$ cat src/mts_pkg.sv
// shared constants and types for the min-tracking stack
`default_nettype none
package mts_pkg;

  // value and stored entry widths (entry is two's complement, one bit wider)
  localparam int unsigned VALUE_BITS = 16;
  localparam int unsigned ENTRY_BITS = VALUE_BITS + 1;
  localparam int unsigned OP_BITS    = 2;
  localparam int unsigned ST_BITS    = 2;

  // operation codes
  localparam logic [OP_BITS-1:0] OP_PUSH = 2'd0;
  localparam logic [OP_BITS-1:0] OP_POP  = 2'd1;
  localparam logic [OP_BITS-1:0] OP_MIN  = 2'd2;

  // status codes
  localparam logic [ST_BITS-1:0] ST_OK    = 2'd0;
  localparam logic [ST_BITS-1:0] ST_EMPTY = 2'd1;
  localparam logic [ST_BITS-1:0] ST_FULL  = 2'd2;

  // shift command broadcast to every cell of the chain
  typedef struct packed {
    logic push;
    logic pop;
  } mts_shift_t;

endpackage
`default_nettype wire

$ cat src/mts_cell.sv
// one stack cell: holds an entry and shifts it towards either neighbour
`default_nettype none
module mts_cell (
  input  wire logic                           clk_i,
  input  wire mts_pkg::mts_shift_t            shift_i,
  input  wire logic [mts_pkg::ENTRY_BITS-1:0] up_i,    // entry of the cell nearer the top
  input  wire logic [mts_pkg::ENTRY_BITS-1:0] down_i,  // entry of the cell further down
  output logic      [mts_pkg::ENTRY_BITS-1:0] entry_o
);
  import mts_pkg::*;

  logic [ENTRY_BITS-1:0] entry_q;

  // push moves entries away from the top, pop moves them back up
  always_ff @(posedge clk_i) begin
    if (shift_i.push) begin
      entry_q <= up_i;
    end else if (shift_i.pop) begin
      entry_q <= down_i;
    end
  end

  assign entry_o = entry_q;

endmodule
`default_nettype wire

$ cat config.mk
export PLATFORM = sky130hd
export DESIGN_NAME = mts_cell
export DESIGN_NICKNAME = d
export VERILOG_FILES = /design/src/mts_pkg.sv /design/src/mts_cell.sv
export SDC_FILE = /design/constraint.sdc
export NUM_CORES = 1
export LEC_CHECK = 0
export BUFFER_PORTS_ARGS = -buffer_cell sky130_fd_sc_hd__buf_2
export CAP_MARGIN = 20
export CORE_MARGIN = 2
export CORE_UTILIZATION = 36
export CTS_CLUSTER_DIAMETER = 80
export DETAILED_ROUTE_END_ITERATION = 10
export GPL_ROUTABILITY_DRIVEN = 0
export PLACE_DENSITY = 0.82
export RECOVER_POWER = 50
export SLEW_MARGIN = 20
export SYNTH_ARGS = -nofsm -noshare
export SYNTH_HDL_FRONTEND = slang
export SYNTH_SLANG_ARGS = --single-unit
$ cat constraint.sdc
create_clock -name clk_i -period 1 [get_ports clk_i]
set_input_delay 0 -clock clk_i [delete_from_list [all_inputs] [get_ports clk_i]]
set_output_delay 0 -clock clk_i [all_outputs]
set_load 0.01 [all_outputs]
==> Word level (Yosys, flattened, before mapping) <==
Index checks and enable logic that the tools add are counted.
Widths: inputs -> output; s select.
{ "totals": {"in_bits": 37, "regBits": 17, "out_inout_bits": 17} }
{ "op_classes": {"mux": 2, "reduce_logical": 1} }
{ "ops": {"columns": ["operator", "count"], "rows": [
  ["$mux 17", 2],
  ["$reduce_bool 2->1", 1]
]} }

==> Depth between registers and ports, before layout <==
Gate-level depths: netlist of the first run.
{ "depth": {"ltp_word": 2, "ltp_mapped": 3, "depth_no_buf": 1} }

==> Worst setup path after synthesis of the first run <==
No wires, ideal clock.
{ "synth_path": {"path_type": "input to register", "from": "in shift_i[1] in the netlist's numbering", "to": "reg entry_q[0], in the netlist entry_o[0], enable pin", "n_path_buf": 2, "setup_time_ps": 374, "arrival_time_ps": 696, "slack_ps": -70, "stages": 3, "cell_sequence": "buf_6 buf_12 or2_1"} }
{ "synth_between": {"elab_chain_len": 1} }
{ "synth_rtl": {"columns": ["item", "line", "rtl"], "rows": [
  ["start, declared", "mts_cell.sv:5", "input wire mts_pkg::mts_shift_t shift_i,"],
  ["$reduce_bool 2->1 (no source line)", null, null],
  ["end signal, assigned", "mts_cell.sv:17", "entry_q <= up_i;"],
  ["end signal, assigned", "mts_cell.sv:19", "entry_q <= down_i;"],
  ["end, declared", "mts_cell.sv:12", "logic [ENTRY_BITS-1:0] entry_q;"]
]} }
No other way between the ends.
A chain may end at the register's enable or synchronous reset.

==> Worst setup path in the final report of the first run <==
{ "layout_path": {"from": "reg entry_q[3], in the netlist entry_o[3]", "to": "out entry_o[3] in the netlist's numbering"} }
{ "layout_rtl": {"columns": ["item", "line", "rtl"], "rows": [
  ["end, declared", "mts_cell.sv:8", "output logic [mts_pkg::ENTRY_BITS-1:0] entry_o"]
]} }
No word-level cell between the ends.

==> results.tsv, run 1 <==
metric	value	unit
regArea	510.5	um^2
grt_max_degree	18	
cts_buffers	3	
multiInputGateArea	209.0	um^2
cp_max_fo	1	
rsz0062_at_grt	false	
syn_area	773.2	um^2
tns	0	ns
synth_ff_type	edfxtp_1	
wl_per_cell	11.15	um
synth_top_area_cell	edfxtp_1	
synth_edf_count	17	
viasPerCell	4.352	
max-vdd-ir-drop	0.0007947	V
via_count	531	
path_cells	buf_2	
max_slew_margin	0.7363	
io_buffers	53	
yosys-top-cells-count	edfxtp_1 (17), mux2_4 (9), mux2_2 (8)	
p_leak	0.0005019	uW
clk_pin_slew_worst_paths	0.10	ns
layout.cells.non_filler	122	
diodes	0	
synth_area_leaders	edfxtp_1 (66%), mux2_4 (17%), mux2_2 (12%)	
yosysUniqueCellTypes	6	
cts-root-buf	clkbuf_4	
place_ws	0.1066	ns
synthCells	37	
async_reset_ff_frac	0	
track_usage	0.1075	
critPathLaunchType	flip-flop	
wirelength	1.360	mm
n_fill_cell	179	
finalSetupViolCount	0	
drive_gt1_frac	0.7474	
status	finished, final reports clean	
finalPower	1524	uW
cts-resized-gates	0	
synth-seq-cells	17	
path_buf_inv	1	
cts_tree	done	
clockBufferDepth	2	
syn2layout_area_growth	40.94	%
dp_cells	118	
pin_count	54	
synth_top_area_share	0.6602	
postCtsSetupRepairBufs	0	
gr-total-overflow	0	
worst_slew_pin_slew	0.3956	ns
worstPathRequired	1.00	ns
drc	0	
antenna_found_initial	0	
fp.dieH	50.35	um
die-area	2535	um^2
ctsHoldBuffers	0	
start_util	0.3863	
setup_slack	0.1924	ns
drv_cap	0	
synth_fp_nets	74	
row_count	16	
ant_nets	0	
htreeDepth	1	
grt_pass1_wl	2.049	mm
max_freq	1238	MHz
layout_min_cycle_time	0.8076	ns
largest_register_ffs	17	
power.density	1399	nW/um^2
hold_class	primary input to flip-flop	
ys_warn_count	0	
synth_most_common_cell	edfxtp_1	
core	2002	um^2
period_share	0.8076	
grt_pass1_vias	488	
critPathKind	flip-flop to primary output	
drv_slew	0	
timing.final.hold_violations	0	
first_pass_iters	2	
worst_path_max_delay_cell	edfxtp_1	
arrival	0.81	ns
cts_num_sinks	17	
drtIter0Drc	1	
avgSynthCellArea	20.90	um^2
final_nets	133	
fp.dieW	50.35	um
cpPeakStageDelay	0.38	ns
cp-end-kind	primary output	
seq_area_frac_synth	0.6602	
crit_family	flip-flops	
-- metal layers --
metal  vias up  global-route usage  part of all wire
met1       242             0.09302              0.36
li1        259                   -                 -
met3         2             0.01190             0.076
met2        28              0.2303              0.55
met5         -                   0                 0
met4         0             0.05405             0.020
-- path summary, 6_finish.rpt --
kind                                  from                   end  slack [ns]  cells after the start
worst max-delay path  entry_o[3]$_DFFE_PP_            entry_o[3]        0.19                      1
worst min-delay path             down_i[9]  entry_o[9]$_DFFE_PP_       0.007                      2
-- cells by family (layout without fill, tap and decap cells) --
kind of cell  count (synthesis)  after routing  synth area share
flops                        17             17            0.6602
buf+inv                       2             60           0.04045
mux                          17             17            0.2913
simple gates                  1              1          0.008096
-- power by group --
group,switching (uW),internal [uW],total (uW),leakage (uW)
Clock,197,148,345,0.0000177
Combinational,127,164,291,0.000311
Sequential,14.5,873,888,0.000173
Total,339,1190,1520,0.000502
-- layout make-up --
type	count	area share
flip-flops and latches	17	0.4684
repair buffers	56	0.2836
multi-input cells	18	0.1917
well taps	27	0.03100
clock buffers	3	0.02067
clock inverters	1	0.004592
-- metrics by stage --
| step | util | hold WS, ns | cell area [um^2] |
|---|---|---|---|
| after floorplan | - | 0.2175 | 773.2 |
| after global placement | 0.5500 | 0.3032 | 1101 |
| after detailed placement | 0.5500 | 0.3053 | 1101 |
| after CTS | 0.5638 | 0.01268 | 1129 |
| after global routing | 0.5444 | 0.01157 | 1090 |
| final | 0.5444 | 0.006786 | 1090 |
-- cells in the final DEF (no fill, tap or decap) --
cell type / count
mux2_4: 3
buf_12: 2
clkbuf_2: 1
mux2_2: 8
buf_2: 52
edfxtp_1: 17
clkbuf_1: 1
clkbuf_4: 3
or2_2: 1
clkinv_2: 1
mux2_1: 6
Power figures use the tool's default switching activity.
==> run 2: changes to the inputs <==
- CORE_UTILIZATION: 36 -> 39
- PLACE_DENSITY: 0.82 -> 0.85
- clock period: 1 -> 0.8 ns (I/O delays scaled with it)
==> run 2 against run 1 <==
The flow now finishes with violations (negative setup slack); utilization rose by 0.51 points; critical path depth did not move; non-clock buffer count did not move; setup slack got worse by 0.20 ns; clock power rose by 24%; total power rose by 24%; combinational power rose by 18%; wire length rose by 2.7%; global-route usage rose by 0.78 points.
==> results.tsv, run 2 (synthesis gave the netlist of run 1 again) <==
metric	value	unit	change
fp.dieW	48.53	um	-3.6%
clockBufferDepth	2		unchanged
max-vdd-ir-drop	0.0008744	V	+10%
path_cells	buf_2		
drtIter0Drc	2		+1
first_pass_iters	2		unchanged
dp_cells	118		unchanged
p_int	1463	uW	+23%
cts_num_sinks	17		unchanged
drv_slew	0		unchanged
core	1922	um^2	-4.0%
p_sw	419.8	uW	+24%
drive_gt1_frac	0.7158		-0.03158
crit_family	flip-flops		
final_common_cell	buf_2		
critPathKind	flip-flop to primary output		
rsz0062_at_grt	true		
wl_per_cell	11.45	um	+2.7%
multiInputGateArea	207.7	um^2	-0.60%
worstPathRequired	0.80	ns	-0.20 ns
arrival	0.81	ns	about the same
wirelength	1.397	mm	+2.7%
p_comb_frac	0.182		-0.009
final_nets	133		unchanged
drc	0		unchanged
layout_common_cells	buf_2 (52), edfxtp_1 (17), mux2_2 (8)		
pin_count	54		unchanged
path_buf_inv	1		unchanged
ctsHoldBuffers	0		unchanged
cts_tree	done		
worst_path_max_delay_cell	edfxtp_1		
critPathLaunchType	flip-flop		
switching_share	0.2230		+0.0005024
cp_max_fo	1		unchanged
status	finished, violations left		
grt_pass1_wl	2.090	mm	+2.0%
layout_min_cycle_time	0.8066	ns	
hpwlAfterDp	1.151	mm	
row_count	16		unchanged
pwr-share-seq	0.590		+0.008
max_freq	1240	MHz	
fp.dieH	48.53	um	-3.6%
n_fill_cell	189		+5.6%
diodes	0		unchanged
whs	0.01440	ns	+0.007613 ns
grt_max_degree	18		unchanged
track_usage	0.1153		+0.007750
die-area	2355	um^2	-7.1%
worst_slew_pin_slew	0.2699	ns	-0.1256 ns
pwr-share-clk	0.228		about the same
violations	negative setup slack		
clk_pin_slew_worst_paths	0.09	ns	about the same
ant_nets	0		unchanged
regArea	510.5	um^2	unchanged
via_count	525		-1.1%
cpPeakStageDelay	0.38	ns	about the same
power.density	1783	nW/um^2	+27%
period_share	1.008		
finalSetupViolCount	1		+1
htreeDepth	1		unchanged
timing.final.hold_violations	0		unchanged
setup_slack	-0.006587	ns	-0.1989 ns
grt_pass1_vias	531		+8.8%
io_buffers	53		unchanged
max_slew_margin	0.8201		+0.08377
p_leak	0.0004825	uW	-3.9%
place_ws	-0.07319	ns	-0.1798 ns
cts-root-buf	clkbuf_4		
cp-end-kind	primary output		
hold_class	primary input to flip-flop		
gr-total-overflow	0		unchanged
layout.cells.non_filler	122		unchanged
largest_register_ffs	17		unchanged
viasPerCell	4.303		-1.1%
antenna_found_initial	0		unchanged
drv_cap	0		unchanged
start_util	0.4023		+0.01609
syn2layout_area_growth	36.57	%	
cts_buffers	3		unchanged
## run 2: worst paths after layout
check / from / endpoint / slack (ns) / cells past startpoint
worst max-delay path: entry_o[16]$_DFFE_PP_ / entry_o[16] / -0.007 / 1
worst min-delay path: down_i[8] / entry_o[8]$_DFFE_PP_ / 0.01 / 2
## run 2: area by class of cell
type / count / area share
Tap cell: 27 / 0.03199
Clock inverter: 1 / 0.004739
Sequential cell: 17 / 0.4834
Clock buffer: 3 / 0.02133
Timing Repair Buffer: 56 / 0.2618
Multi-Input combinational cell: 18 / 0.1967
## run 2: metrics by stage
| step | area, um^2 | utilization | total power, uW | setup TNS (ns) |
|---|---|---|---|---|
| finish | 1056 | 0.5495 | 1883 | -0.006587 |
| global route | 1056 | 0.5495 | 1966 | -0.4152 |
| global placement | 1079 | 0.5612 | 1510 | -1.620 |
| floorplan | 784.5 | - | 1337 | -0.4411 |
| CTS | 1106 | 0.5755 | 1951 | -0.08357 |
| detailed placement | 1079 | 0.5612 | 1523 | -1.947 |
## run 2: power by group through the flow
stage | logic (uW) | clock network, uW | registers [uW]
final | 343 | 429 | 1110
after global routing | 369 | 473 | 1120
after CTS | 389 | 448 | 1110
after detailed placement | 389 | 0 | 1130
after global placement | 378 | 0 | 1130
after floorplan | 144 | 0 | 1190
## run 2: layer usage
metal  up-vias  GRT usage  part of all wire
li1        259          -                 -
met4         0    0.07143             0.027
met3         4    0.01235             0.059
met5         -          0                 0
met1       235     0.1258              0.39
met2        27     0.2130              0.52
## run 2: timing repair
item                                    4_1_cts  5_1_grt
setup buffers                                 0        0
hold endpoints to repair                      0        0
resized for setup                             0        0
endpoints found under the setup margin        7       15
